File: src/sv/xtte_pkg.sv
package xtte_pkg;

    // default capacity of the tag store in bytes
    localparam int TAG_BYTES_DEF = 32;

    // the longest tag name that is ever matched, "</title"
    localparam int PFX_BYTES = 7;
    localparam int PFX_W     = PFX_BYTES * 8;

    // word widths on the stream ports
    localparam int S_TDATA_W = 8;
    localparam int M_TDATA_W = 16;
    localparam int M_TUSER_W = 3;

    // event codes
    localparam logic [1:0] EV_BEGIN = 2'd0;
    localparam logic [1:0] EV_BYTE  = 2'd1;
    localparam logic [1:0] EV_END   = 2'd2;

    // field kinds
    localparam logic KIND_TITLE = 1'b0;
    localparam logic KIND_TEXT  = 1'b1;

    // markup characters
    localparam logic [7:0] CH_LT = 8'h3C;
    localparam logic [7:0] CH_GT = 8'h3E;

    // tag names, first character in the top byte
    localparam logic [39:0] PAT_PAGE   = "<page";
    localparam logic [39:0] PAT_TEXT   = "<text";
    localparam logic [47:0] PAT_TITLE  = "<title";
    localparam logic [47:0] PAT_EPAGE  = "</page";
    localparam logic [47:0] PAT_ETEXT  = "</text";
    localparam logic [55:0] PAT_ETITLE = "</title";

endpackage

File: src/sv/xml_title_text_extractor.sv
// output: a word shows the cycle after its byte is taken; flushed bytes pass rd_data_reg first
// throughput: one byte per cycle while m_tready stays high; a '<' that cuts a held tag
//   short inside a field flushes that tag, one word per cycle from the tag memory while
//   m_tready stays high, at most TAG_BYTES words, and no new byte is taken until it ends
// reset: synchronous on aresetn low; parse state, tag length, overflow flag and the
//   output valid clear, the tag memory is not cleared (only written entries are read)
module xml_title_text_extractor #(
    parameter int TAG_BYTES = xtte_pkg::TAG_BYTES_DEF
) (
    input  logic                            aclk,
    input  logic                            aresetn,
    // input stream
    input  logic                            s_tvalid,
    output logic                            s_tready,
    input  logic [xtte_pkg::S_TDATA_W-1:0]  s_tdata,   // [7:0] in_byte
    // result stream
    output logic                            m_tvalid,
    input  logic                            m_tready,
    output logic [xtte_pkg::M_TDATA_W-1:0]  m_tdata,   // [7:0] out_byte, [8] tag_overflow
    output logic [xtte_pkg::M_TUSER_W-1:0]  m_tuser,   // [1:0] event_res, [2] field_kind
    output logic                            m_tlast    // run_last
);
    import xtte_pkg::*;

    localparam int LEN_W = $clog2(TAG_BYTES + 1);
    localparam int IDX_W = $clog2(TAG_BYTES);

    // parse state of the stream
    typedef enum logic [2:0] {
        PS_NORMAL    = 3'd0,
        PS_PAGE      = 3'd1,
        PS_TITLE     = 3'd2,
        PS_TEXT      = 3'd3,
        PS_TITLE_TAG = 3'd4,
        PS_TEXT_TAG  = 3'd5
    } parse_t;

    // sequencer: taking bytes, or flushing a held tag from memory
    typedef enum logic {
        CTL_IDLE  = 1'b0,
        CTL_FLUSH = 1'b1
    } ctl_t;

    // tag memory, one synchronous write port and one registered read port
    logic [7:0]       tag_mem [TAG_BYTES];
    logic [7:0]       rd_data_reg;
    logic             mem_we;
    logic [IDX_W-1:0] mem_waddr;
    logic [7:0]       mem_wdata;
    logic             mem_re;
    logic [IDX_W-1:0] mem_raddr;

    parse_t           parse_reg, parse_next;
    ctl_t             ctl_reg, ctl_next;
    logic [LEN_W-1:0] len_reg, len_next;
    logic             ovf_reg, ovf_next;
    // shadow of the first tag bytes for name matching, byte 0 on top
    logic [PFX_W-1:0] pfx_reg, pfx_next;
    logic [IDX_W-1:0] idx_reg, idx_next;

    // output register
    logic             out_valid_reg, out_valid_next;
    logic [1:0]       out_event_reg, out_event_next;
    logic             out_kind_reg, out_kind_next;
    logic [7:0]       out_byte_reg, out_byte_next;
    logic             out_ovf_reg, out_ovf_next;
    logic             out_last_reg, out_last_next;

    logic             out_free;
    logic             s_accept;
    logic [7:0]       in_b;
    logic             flush_last;

    // tag name matches on the held bytes
    logic is_page, is_text, is_text_attr, is_title, is_epage, is_etext, is_etitle;

    assign in_b     = s_tdata[7:0];
    assign out_free = !out_valid_reg || m_tready;
    assign s_tready = (ctl_reg == CTL_IDLE) && out_free;
    assign s_accept = s_tvalid && s_tready;

    assign is_page      = (len_reg == LEN_W'(5)) && (pfx_reg[PFX_W-1 -: 40] == PAT_PAGE);
    assign is_text      = (len_reg == LEN_W'(5)) && (pfx_reg[PFX_W-1 -: 40] == PAT_TEXT);
    // text tag carrying attributes
    assign is_text_attr = (len_reg > LEN_W'(7)) && (pfx_reg[PFX_W-1 -: 40] == PAT_TEXT);
    assign is_title     = (len_reg == LEN_W'(6)) && (pfx_reg[PFX_W-1 -: 48] == PAT_TITLE);
    assign is_epage     = (len_reg == LEN_W'(6)) && (pfx_reg[PFX_W-1 -: 48] == PAT_EPAGE);
    assign is_etext     = (len_reg == LEN_W'(6)) && (pfx_reg[PFX_W-1 -: 48] == PAT_ETEXT);
    assign is_etitle    = (len_reg == LEN_W'(7)) && (pfx_reg == PAT_ETITLE);

    // last byte of the flush when the next index reaches the held length
    assign flush_last = (LEN_W'(idx_reg) + LEN_W'(1)) == len_reg;

    always_comb begin
        parse_next     = parse_reg;
        ctl_next       = ctl_reg;
        len_next       = len_reg;
        ovf_next       = ovf_reg;
        pfx_next       = pfx_reg;
        idx_next       = idx_reg;
        out_valid_next = out_valid_reg;
        out_event_next = out_event_reg;
        out_kind_next  = out_kind_reg;
        out_byte_next  = out_byte_reg;
        out_ovf_next   = out_ovf_reg;
        out_last_next  = out_last_reg;
        mem_we         = 1'b0;
        mem_waddr      = '0;
        mem_wdata      = in_b;
        mem_re         = 1'b0;
        mem_raddr      = '0;

        if (out_valid_reg && m_tready) begin
            out_valid_next = 1'b0;
        end

        unique case (ctl_reg)
            CTL_IDLE: begin
                if (s_accept) begin
                    unique case (parse_reg)
                        PS_TITLE, PS_TEXT: begin
                            if (in_b == CH_LT) begin
                                // open a tag inside the field
                                len_next  = LEN_W'(1);
                                ovf_next  = 1'b0;
                                mem_we    = 1'b1;
                                mem_wdata = CH_LT;
                                pfx_next[PFX_W-1 -: 8] = CH_LT;
                                parse_next = (parse_reg == PS_TITLE) ? PS_TITLE_TAG
                                                                     : PS_TEXT_TAG;
                            end else begin
                                out_valid_next = 1'b1;
                                out_event_next = EV_BYTE;
                                out_kind_next  = (parse_reg == PS_TEXT) ? KIND_TEXT
                                                                        : KIND_TITLE;
                                out_byte_next  = in_b;
                                out_ovf_next   = 1'b0;
                                out_last_next  = 1'b1;
                            end
                        end
                        PS_TITLE_TAG, PS_TEXT_TAG: begin
                            if (in_b == CH_GT) begin
                                if ((parse_reg == PS_TEXT_TAG) ? is_etext : is_etitle) begin
                                    out_valid_next = 1'b1;
                                    out_event_next = EV_END;
                                    out_kind_next  = (parse_reg == PS_TEXT_TAG) ? KIND_TEXT
                                                                                : KIND_TITLE;
                                    out_byte_next  = '0;
                                    out_ovf_next   = 1'b0;
                                    out_last_next  = 1'b1;
                                    parse_next     = PS_PAGE;
                                end else begin
                                    // unknown tag inside a field is dropped
                                    parse_next = (parse_reg == PS_TEXT_TAG) ? PS_TEXT
                                                                            : PS_TITLE;
                                end
                            end else if (in_b == CH_LT) begin
                                // flush the held tag as content, entry 0 first
                                ctl_next  = CTL_FLUSH;
                                idx_next  = '0;
                                mem_re    = 1'b1;
                                mem_raddr = '0;
                            end else begin
                                if (len_reg < LEN_W'(TAG_BYTES)) begin
                                    mem_we    = 1'b1;
                                    mem_waddr = len_reg[IDX_W-1:0];
                                    len_next  = len_reg + LEN_W'(1);
                                    for (int k = 0; k < PFX_BYTES; k++) begin
                                        if (len_reg == LEN_W'(k)) begin
                                            pfx_next[PFX_W-1-8*k -: 8] = in_b;
                                        end
                                    end
                                end else begin
                                    ovf_next = 1'b1;
                                end
                            end
                        end
                        default: begin
                            // outside a field; unused codes behave as normal
                            if (in_b == CH_LT) begin
                                len_next  = LEN_W'(1);
                                ovf_next  = 1'b0;
                                mem_we    = 1'b1;
                                mem_wdata = CH_LT;
                                pfx_next[PFX_W-1 -: 8] = CH_LT;
                            end else if (in_b == CH_GT) begin
                                priority if (is_page) begin
                                    parse_next = PS_PAGE;
                                end else if (is_text || is_text_attr) begin
                                    parse_next     = PS_TEXT;
                                    out_valid_next = 1'b1;
                                    out_event_next = EV_BEGIN;
                                    out_kind_next  = KIND_TEXT;
                                    out_byte_next  = '0;
                                    out_ovf_next   = 1'b0;
                                    out_last_next  = 1'b1;
                                end else if (is_title) begin
                                    parse_next     = PS_TITLE;
                                    out_valid_next = 1'b1;
                                    out_event_next = EV_BEGIN;
                                    out_kind_next  = KIND_TITLE;
                                    out_byte_next  = '0;
                                    out_ovf_next   = 1'b0;
                                    out_last_next  = 1'b1;
                                end else if (is_epage) begin
                                    parse_next = PS_NORMAL;
                                end else if (is_etext || is_etitle) begin
                                    parse_next = PS_PAGE;
                                end else begin
                                    parse_next = PS_NORMAL;
                                end
                            end else begin
                                if (len_reg < LEN_W'(TAG_BYTES)) begin
                                    mem_we    = 1'b1;
                                    mem_waddr = len_reg[IDX_W-1:0];
                                    len_next  = len_reg + LEN_W'(1);
                                    for (int k = 0; k < PFX_BYTES; k++) begin
                                        if (len_reg == LEN_W'(k)) begin
                                            pfx_next[PFX_W-1-8*k -: 8] = in_b;
                                        end
                                    end
                                end else begin
                                    ovf_next = 1'b1;
                                end
                            end
                        end
                    endcase
                end
            end
            CTL_FLUSH: begin
                if (out_free) begin
                    out_valid_next = 1'b1;
                    out_event_next = EV_BYTE;
                    out_kind_next  = (parse_reg == PS_TEXT_TAG) ? KIND_TEXT : KIND_TITLE;
                    out_byte_next  = rd_data_reg;
                    out_ovf_next   = ovf_reg;
                    out_last_next  = flush_last;
                    if (flush_last) begin
                        // every entry has been read, reopen the tag with '<'
                        ctl_next  = CTL_IDLE;
                        len_next  = LEN_W'(1);
                        ovf_next  = 1'b0;
                        mem_we    = 1'b1;
                        mem_wdata = CH_LT;
                        pfx_next[PFX_W-1 -: 8] = CH_LT;
                    end else begin
                        idx_next  = idx_reg + IDX_W'(1);
                        mem_re    = 1'b1;
                        mem_raddr = idx_reg + IDX_W'(1);
                    end
                end
            end
            default: begin
                ctl_next = CTL_IDLE;
            end
        endcase
    end

    always_ff @(posedge aclk) begin
        if (!aresetn) begin
            parse_reg     <= PS_NORMAL;
            ctl_reg       <= CTL_IDLE;
            len_reg       <= '0;
            ovf_reg       <= 1'b0;
            idx_reg       <= '0;
            out_valid_reg <= 1'b0;
        end else begin
            parse_reg     <= parse_next;
            ctl_reg       <= ctl_next;
            len_reg       <= len_next;
            ovf_reg       <= ovf_next;
            idx_reg       <= idx_next;
            out_valid_reg <= out_valid_next;
        end
        // payload registers carry no reset
        pfx_reg       <= pfx_next;
        out_event_reg <= out_event_next;
        out_kind_reg  <= out_kind_next;
        out_byte_reg  <= out_byte_next;
        out_ovf_reg   <= out_ovf_next;
        out_last_reg  <= out_last_next;
    end

    always_ff @(posedge aclk) begin
        if (mem_we) begin
            tag_mem[mem_waddr] <= mem_wdata;
        end
        if (mem_re) begin
            rd_data_reg <= tag_mem[mem_raddr];
        end
    end

    assign m_tvalid = out_valid_reg;
    assign m_tdata  = {(M_TDATA_W - 9)'(0), out_ovf_reg, out_byte_reg};
    assign m_tuser  = {out_kind_reg, out_event_reg};
    assign m_tlast  = out_last_reg;

endmodule

File: config.mk
export PLATFORM = sky130hd
export DESIGN_NAME = xml_title_text_extractor
export DESIGN_NICKNAME = d
export VERILOG_FILES = /design/src/sv/xtte_pkg.sv /design/src/sv/xml_title_text_extractor.sv
export SDC_FILE = /design/constraint.sdc
export NUM_CORES = 1
export LEC_CHECK = 0
export BUFFER_PORTS_ARGS = -buffer_cell sky130_fd_sc_hd__buf_2
export CELL_PAD_IN_SITES_DETAIL_PLACEMENT = 0
export CELL_PAD_IN_SITES_GLOBAL_PLACEMENT = 1
export CORE_MARGIN = 2
export CORE_UTILIZATION = 40
export CTS_CLUSTER_DIAMETER = 150
export DETAILED_ROUTE_END_ITERATION = 8
export HOLD_SLACK_MARGIN = 0.03
export PLACE_DENSITY = 0.65
export SLEW_MARGIN = 20
export SYNTH_ARGS = -nofsm -noshare
export SYNTH_HDL_FRONTEND = slang
export SYNTH_SLANG_ARGS = --single-unit
File: constraint.sdc
create_clock -name aclk -period 7.9 [get_ports aclk]
set_input_delay 0.79 -clock aclk [delete_from_list [all_inputs] [get_ports aclk]]
set_output_delay 0.79 -clock aclk [all_outputs]
set_load 0.1 [all_outputs]
==> impl_metrics.ini, run 1 <==
[place]
dpl.hpwl_um = 25190
port_buffers = 26
place_inst = 1483
gp_congestion = 0.8561
place_area_mm2 = 0.01496

[detailed_routing]
wl_met1_um = 17480
viasPerCell = 5.838
drt_iter0_markers = 803
totalWireLength_um = 38780
met2_length_um = 18080
top_layer_used = met4
dr.pass1.iters = 6
wire_per_inst_um = 25.01
drc = 0
detail-route-antenna-nets = 0
via_count = 9054
met3_length_um = 2424

[cts]
cts_buffer_depth = 3
clkTransAtPathRegs_ns = 0.06
numCtsBuffers = 38
clk_latency_ns = 0.54
cts_resized = 0
cts_tree = built
cts.sinks = 350
cts_hold_repair.buffers = 0
cts_root_buffer = clkbuf_16
post_cts_buffers = 0
htree_levels = 2

[timing]
hold_viol = 0
tns_ns = 0
rsz0062_at_grt = false
fmax_mhz = 236.3
finalCritPeriodShare_pct = 53.57
tightest_slew_ns = 1.078
period_minus_slack_ns = 4.232
setup_viol = 0
max-slew-margin-rel_pct = 28.14
skew_ns = 0.02555
drv_slew = 0

[power_and_ir_drop]
p_int_w = 0.003112
p_per_area_mw_per_mm2 = 243.4
p_comb_share_pct = 3.0
power_w = 0.003943
p_clk_share_pct = 44.9
ir_worst_vdd_mv = 0.1585
switching_share_pct = 21.08
p_leak_nw = 5.026
power_frac_seq_pct = 52.0
power.switching_w = 0.0008310

[floorplanning]
core-area_mm2 = 0.03548
boundaryPins = 34
die_height_um = 193.5
die_area_mm2 = 0.03742
start_util_pct = 40.46
fp-row-count = 69
die_x_um = 193.5

[yosys]
synth_top_area_cell = edfxtp_1
yosysSeqAreaShare_pct = 72.02
synth_enable_flop_cells = 333
syn_avg_cell_area_um2 = 13.87
ys_top_cells_by_area = edfxtp_1 70%, o22ai_1 2.7%, dfxtp_1 2.4%, o21ai_0 2.3%, a21oi_1 2.2%
synthCells = 1035
yosys_warnings = 0
async_flop_share_pct = 0
synth_cell_types = 70
synth_top_area_share_pct = 69.65
syn_area_mm2 = 0.01436
ys.flop_type = edfxtp_1
synth_seq_cells = 350

[worst_setup_path]
max_stage_delay_ns = 0.80
timing.critical_path.required_ns = 8.06
slowest_stage = nor2_1
r2r_slack_ns = 3.67
timing.rr.start = idx_reg[0]
cp-end-kind = flip-flop
timing.rr.end = tag_mem[17][0]
rr_worst_depth = 8
critical_path_arrival_ns = 4.39
worst_setup_path_start_kind = flip-flop
path_cells = ha_1 -> xnor2_1 -> o311a_1 -> nand4_2 -> o32a_1 -> a21oi_1 -> nand3_1 -> nor2_1
critical_path_class = flip-flop to flip-flop
worst-path-max-fanout = 17

[layout]
fin_area_mm2 = 0.01620
seqCellArea_mm2 = 0.01034
nets = 1080
multiInputGateArea_mm2 = 0.003747
nFillCells = 3146
fin_cells = 1551
drive_above_1_share_pct = 11.56
antenna_cells = 0
syn_to_final_growth_pct = 12.84

[grt]
grt_pass1_wl_um = 57780
grt_pass1_vias = 9070
grt_max_degree = 43
overflow = 0
grt_util_all_layers_pct = 20.53
antenna_found_initial = 0

[hold_path]
hp-start = rd_data_reg[0]
hold_path_class = flip-flop to flip-flop
hold_path_depth = 2
holdPathEnd = out_byte_reg[0]

[status]
status = complete, no violations

[flow_run]
maxCapViolations = 0
placed cells by master (no fill, tap or decap), drive strengths merged, types with 16 or more instances in the layout:
| cell type | count |
|---|---|
| mux2i | 19 |
| a21oi | 64 |
| nand2 | 57 |
| dfxtp | 17 |
| o22ai | 61 |
| nor3 | 30 |
| o221ai | 16 |
| o21ai | 71 |
| clkbuf | 45 |
| nand3 | 22 |
| buf | 43 |
| clkinv | 16 |
| nor2 | 84 |
| edfxtp | 333 |
layer usage:
layer | track usage (%) | up-vias
met3 | 3.731 | 61
met4 | 5.768 | 0
met5 | 0 | -
met2 | 32.67 | 309
met1 | 29.01 | 4554
li1 | - | 4130
cell type report:
type / count / area share, %
sequential: 350 / 63.83
tap: 461 / 3.561
clock inverter: 23 / 1.491
timing repair buffer: 43 / 1.591
multi-input combinational: 619 / 23.13
clock buffer: 45 / 6.164
inverter: 10 / 0.2317
power groups by stage:
stage	logic [W]	clock network, W	registers, W
4_1_cts	0.000120	0.00180	0.00205
2_1_floorplan	0.0000731	0	0.00209
3_3_place_gp	0.000120	0	0.00209
6_report	0.000120	0.00177	0.00205
5_1_grt	0.000128	0.00188	0.00205
3_5_place_dp	0.000120	0	0.00209
how the worst max path moves through the flow:
stage                     cells after the start  slack (ns)       start              to
after CTS                                     8        3.65  idx_reg[0]  tag_mem[17][0]
after detailed placement                      7        3.57    m_tready  tag_mem[23][5]
after global routing                          8        3.39  idx_reg[0]   tag_mem[9][1]
after global placement                        7        3.66    m_tready  tag_mem[23][5]
final                                         8        3.67  idx_reg[0]  tag_mem[17][0]
after floorplan                               3        4.70    m_tvalid        s_tready
cell usage after synthesis, drive strengths merged (3+ instances only):
cell type	count
ha	6
o21ai	71
xnor2	6
nor3	30
a22oi	13
nand3	22
nor3b	4
nand2	57
a31oi	3
a211oi	11
or3	4
nor2b	12
or2	10
and2	5
mux2i	19
nor4b	3
o211ai	10
o22a	7
o22ai	61
and3	15
inv	9
edfxtp	333
o221ai	16
nand4	8
nand2b	3
nor4bb	12
o21a	3
nor2	84
dfxtp	17
xor2	6
clkbuf	39
a21oi	64
nor4	10
nand4b	9
buf	23
kinds of logic (layout without fill, tap and decap cells):
logic type / after synthesis / after routing / share of synthesized area [%]
muxes: 19 / 19 / 1.325
DFF: 350 / 350 / 72.02
buffers and inverters: 72 / 121 / 2.248
other: 1 / 7 / 0.02612
adders and majority gates: 7 / 7 / 0.5926
xor gates and xnor gates: 12 / 12 / 0.8367
AOI/OAI and AO/OA: 279 / 279 / 12.26
and+or+nand+nor: 295 / 295 / 10.69
per-stage QoR:
| step | hold slack (ns) | setup WS (ns) | util (%) |
|---|---|---|---|
| 2_1_floorplan | 0.4285 | 4.695 | - |
| 3_3_place_gp | 0.5159 | 3.663 | 42.13 |
| 3_5_place_dp | 0.5229 | 3.567 | 42.16 |
| 4_1_cts | 0.5417 | 3.653 | 45.65 |
| 5_1_grt | 0.5602 | 3.392 | 45.65 |
| 6_report | 0.5355 | 3.668 | 45.65 |
critical path, delay by kind of cell (launching register included):
family	cells	cell delay [ns]
AND/OR/NAND/NOR	3	1.81
flip-flops	1	0.38
XOR/XNOR	1	0.17
AO/OA/AOI/OAI	3	0.94
adder cells (fa/ha/maj)	1	0.56
(Power assumes the default switching activity.)
==> inputs of run 2 (changes only) <==
clock period = 4.1 ns   (was 7.9 ns; I/O delays follow)
==> impl_metrics.ini, run 2 (synthesized netlist as in run 1, its figures left out) <==
[cts]
clk_latency_ns = 0.55
post_cts_buffers = 0
cts_tree = built
htree_levels = 2
cts_root_buffer = clkbuf_16
cts_resized = 0
numCtsBuffers = 38
cts.sinks = 350
cts_hold_repair.buffers = 0
cts_buffer_depth = 3
clkTransAtPathRegs_ns = 0.06

[floorplanning]
die_x_um = 193.5
die_height_um = 193.5
core-area_mm2 = 0.03548
start_util_pct = 40.46
die_area_mm2 = 0.03742
fp-row-count = 69
boundaryPins = 34

[layout]
seqCellArea_mm2 = 0.01034
antenna_cells = 0
multiInputGateArea_mm2 = 0.003742
fin_area_mm2 = 0.01654
drive_above_1_share_pct = 14.79
utilization_pct = 46.61
nFillCells = 3143
syn_to_final_growth_pct = 15.20
mostFrequentLayoutCells = 333 x edfxtp_1, 83 x nor2_1, 65 x o21ai_0, 62 x a21oi_1, 62 x buf_4
nets = 1126
final_common_cell = edfxtp_1

[worst_setup_path]
max_stage_delay_ns = 0.75
crit_buf_inv = 1
critical_path_class = flip-flop to flip-flop
timing.rr.start = idx_reg[0]
path_cells = nand3_1 -> xor2_2 -> xnor2_2 -> nor2_1 -> buf_4 -> nor3_1 -> o21ai_0 -> o22a_1
worst_setup_path_start_kind = flip-flop
cp_top_family = simple AND/OR/NAND/NOR gates
cp-end-kind = flip-flop
slowest_stage = xnor2_2
worst-path-max-fanout = 17
critPathLaunch = idx_reg[0]
critical_path_arrival_ns = 4.04
timing.critical_path.required_ns = 4.39

[place]
port_buffers = 26
gp_congestion = 0.8451
dpl.hpwl_um = 25580
pre_cts_slack_ns = 0.4554
place_area_mm2 = 0.01531

[timing]
hold_viol = 0
max-slew-margin-rel_pct = 36.52
worst_slack_ns = 0.3519
tightest_slew_ns = 0.9475
drv_slew = 0
period_minus_slack_ns = 3.748
tns_ns = 0
skew_ns = 0.02033
fmax_mhz = 266.8
rsz0062_at_grt = false
setup_viol = 0
finalCritPeriodShare_pct = 91.42

[grt]
grt_pass1_vias = 9080
grt_max_degree = 37
grt_pass1_wl_um = 59000
overflow = 0
antenna_found_initial = 0
grt_util_all_layers_pct = 20.99

[hold_path]
hold_path_class = primary input to flip-flop
hp-start = aresetn

[detailed_routing]
drc = 0
detail-route-antenna-nets = 0
viasPerCell = 5.755
via_count = 9190
totalWireLength_um = 39340
drt_iter0_markers = 855
wire_per_inst_um = 24.63
dr.pass1.iters = 5

[power_and_ir_drop]
p_per_area_mw_per_mm2 = 457.6
ir_worst_vdd_mv = 0.3254
power_w = 0.007568
p_leak_nw = 5.257

[flow_run]
maxCapViolations = 0

[status]
status = complete, no violations
==> run 2: area by class of cell <==
cell class / count / area share, %
flip-flops and latches: 350 / 62.52
multi-input cells: 619 / 22.63
clock buffers: 50 / 6.211
repair buffers: 89 / 3.722
well taps: 461 / 3.488
clock inverters: 18 / 1.203
inverters: 10 / 0.2270
==> run 2: metal layers <==
metal | GRT usage [%] | vias to the layer above | part of all wire [%]
met5 | 0 | - | 0
met4 | 6.446 | 0 | 2.6
met3 | 3.626 | 64 | 6.3
met2 | 32.39 | 337 | 45
met1 | 30.41 | 4579 | 46
li1 | - | 4210 | -
==> run 2: worst paths after layout <==
kind                    endpoint  slack [ns]  depth (start not counted)
hold / removal        len_reg[4]        0.24                          3
setup reg to reg  rd_data_reg[2]        0.35                          8
hold reg to reg          ovf_reg        0.52                          2
setup / recovery  rd_data_reg[2]        0.35                          8
==> run 2: where the power goes <==
| group | leakage (nW) | switching (W) | internal, W |
|---|---|---|---|
| Clock | 0.599 | 0.00136 | 0.00202 |
| Combinational | 1.53 | 0.000183 | 0.0000528 |
| Sequential | 3.12 | 0.0000132 | 0.00394 |
==> run 2: metrics by stage <==
| step | hold slack, ns | cells |
|---|---|---|
| 5_1_grt | 0.2422 | 1597 |
| 3_5_place_dp | 0.4973 | 1529 |
| 6_report | 0.2350 | 1597 |
| 2_1_floorplan | 0.4285 | 1041 |
| 4_1_cts | 0.2030 | 1597 |
| 3_3_place_gp | 0.4941 | 1529 |
==> run 2: worst reg2reg max path: stages, from the launching register on <==
cell,delay (ns)
dfxtp_1,0.47
nand3_1,0.23
xor2_2,0.24
xnor2_2,0.75
nor2_1,0.11
buf_4,0.21
nor3_1,0.68
o21ai_0,0.51
o22a_1,0.29
==> inputs of run 3 (changes only) <==
CORE_UTILIZATION = 45   (was 40)
PLACE_DENSITY = 0.72   (was 0.65)
==> impl_metrics.ini, run 3 (synthesized netlist as in run 1, its figures left out) <==
[status]
status = complete, no violations

[detailed_routing]
totalWireLength_um = 37040
drt_iter0_markers = 1005
viasPerCell = 5.982
detail-route-antenna-nets = 0
wire_per_inst_um = 24.02
dr.pass1.iters = 5
drc = 0
via_count = 9225

[floorplanning]
die_x_um = 182.6
start_util_pct = 45.61
die_height_um = 182.6
boundaryPins = 34
fp-row-count = 65
core-area_mm2 = 0.03147
die_area_mm2 = 0.03335

[worst_setup_path]
r2r_slack_ns = 0.66
worst_setup_path_start_kind = flip-flop
critical_path_class = flip-flop to flip-flop
slowest_stage = xnor2_2
path_cells = nand3_1 -> xor2_2 -> xnor2_2 -> nor2_1 -> nor3_1 -> buf_4 -> o21ai_0 -> o22a_1
critical_path_arrival_ns = 3.73
worst-path-max-fanout = 17
cp-end-kind = flip-flop
max_stage_delay_ns = 0.76
timing.critical_path.required_ns = 4.39

[place]
dpl.hpwl_um = 24580
port_buffers = 26
place_area_mm2 = 0.01524
gp_congestion = 0.8762
place_inst = 1472

[timing]
drv_slew = 0
period_minus_slack_ns = 3.441
hold_viol = 0
tns_ns = 0
setup_viol = 0
skew_ns = 0.03038
rsz0062_at_grt = false
tightest_slew_ns = 0.9618
fmax_mhz = 290.6
max-slew-margin-rel_pct = 35.53
finalCritPeriodShare_pct = 83.93

[cts]
cts_tree = built
htree_levels = 2
post_cts_buffers = 0
numCtsBuffers = 38
cts_root_buffer = clkbuf_16
cts_hold_repair.buffers = 0
clkTransAtPathRegs_ns = 0.06
cts.sinks = 350
cts_buffer_depth = 3
cts_resized = 0
clk_latency_ns = 0.54

[grt]
grt_util_all_layers_pct = 22.41
grt_pass1_wl_um = 55670
grt_pass1_vias = 8911
overflow = 0
antenna_found_initial = 0
grt_max_degree = 37

[power_and_ir_drop]
power_frac_seq_pct = 53.5
p_clk_share_pct = 43.4
p_per_area_mw_per_mm2 = 449.8
power_w = 0.007386
p_leak_nw = 5.247
power.switching_w = 0.001541
p_int_w = 0.005846
ir_worst_vdd_mv = 0.3213
switching_share_pct = 20.86
p_comb_share_pct = 3.1

[flow_run]
maxCapViolations = 0

[layout]
syn_to_final_growth_pct = 14.38
antenna_cells = 0
nets = 1128
final_common_cell = edfxtp_1
fin_area_mm2 = 0.01642
drive_above_1_share_pct = 15.26
mostFrequentLayoutCells = 333 x edfxtp_1, 83 x nor2_1, 65 x o21ai_0, 65 x buf_4, 63 x a21oi_1
nFillCells = 2674
fin_cells = 1542

[hold_path]
hold_path_class = primary input to flip-flop
==> run 3: changes by cell type in the layout (fill, tap and decap cells not counted), sizes merged <==
cell | previous run | this run
clkinv | 13 | 19
inv | 11 | 12
bufinv | 4 | 1
clkinvlp | 0 | 1
clkbuf | 50 | 47
buf | 89 | 91
==> run 3: routing by layer <==
layer / GRT usage [%] / vias to the layer above / part of all wire (%)
met3: 4.370 / 71 / 7.8
met5: 0 / - / 0
met1: 32.17 / 4528 / 44
li1: - / 4215 / -
met4: 6.903 / 0 / 2.7
met2: 34.72 / 411 / 45
==> run 3: worst max-delay path: cells and delay by family (launching register included) <==
kind            cells  cell delay, ns
buf+inv             1            0.22
compound gates      2            0.55
simple gates        3            0.97
xor+xnor            2            1.00
flops               1            0.45
==> run 3: metrics by stage <==
stage	hold slack, ns	utilization (%)	setup slack [ns]
final	0.2356	52.17	0.6587
after global routing	0.2324	52.17	0.5323
after global placement	0.5106	48.41	0.7927
after floorplan	0.4285	-	0.9303
after CTS	0.2186	52.17	0.7003
after detailed placement	0.5010	48.41	0.7421
==> run 3: worst paths after layout <==
check | depth (start not counted) | end | start
worst min-delay path | 1 | flip-flop | s_tdata[3]
worst max-delay path | 8 | rd_data_reg[0] | idx_reg[0]
worst min register to register | 2 | ovf_reg | ovf_reg
worst max register to register | 8 | rd_data_reg[0] | idx_reg[0]
==> run 3: area by class of cell <==
type	instances	area (um^2)	area share, %
Clock inverter	23	157.7	0.9601
Tap cell	402	503.0	3.063
Inverter	10	37.54	0.2286
Sequential cell	350	10340	62.97
Timing Repair Buffer	91	618.1	3.764
Clock buffer	47	1026	6.248
Multi-Input combinational cell	619	3739	22.77
==> run 3: power groups by stage <==
stage / sequential [W] / combinational (W) / clock, W
finish: 0.00395 / 0.000227 / 0.00321
global route: 0.00395 / 0.000244 / 0.00340
CTS: 0.00395 / 0.000227 / 0.00326
detailed placement: 0.00403 / 0.000227 / 0
global placement: 0.00403 / 0.000224 / 0
floorplan: 0.00402 / 0.000141 / 0
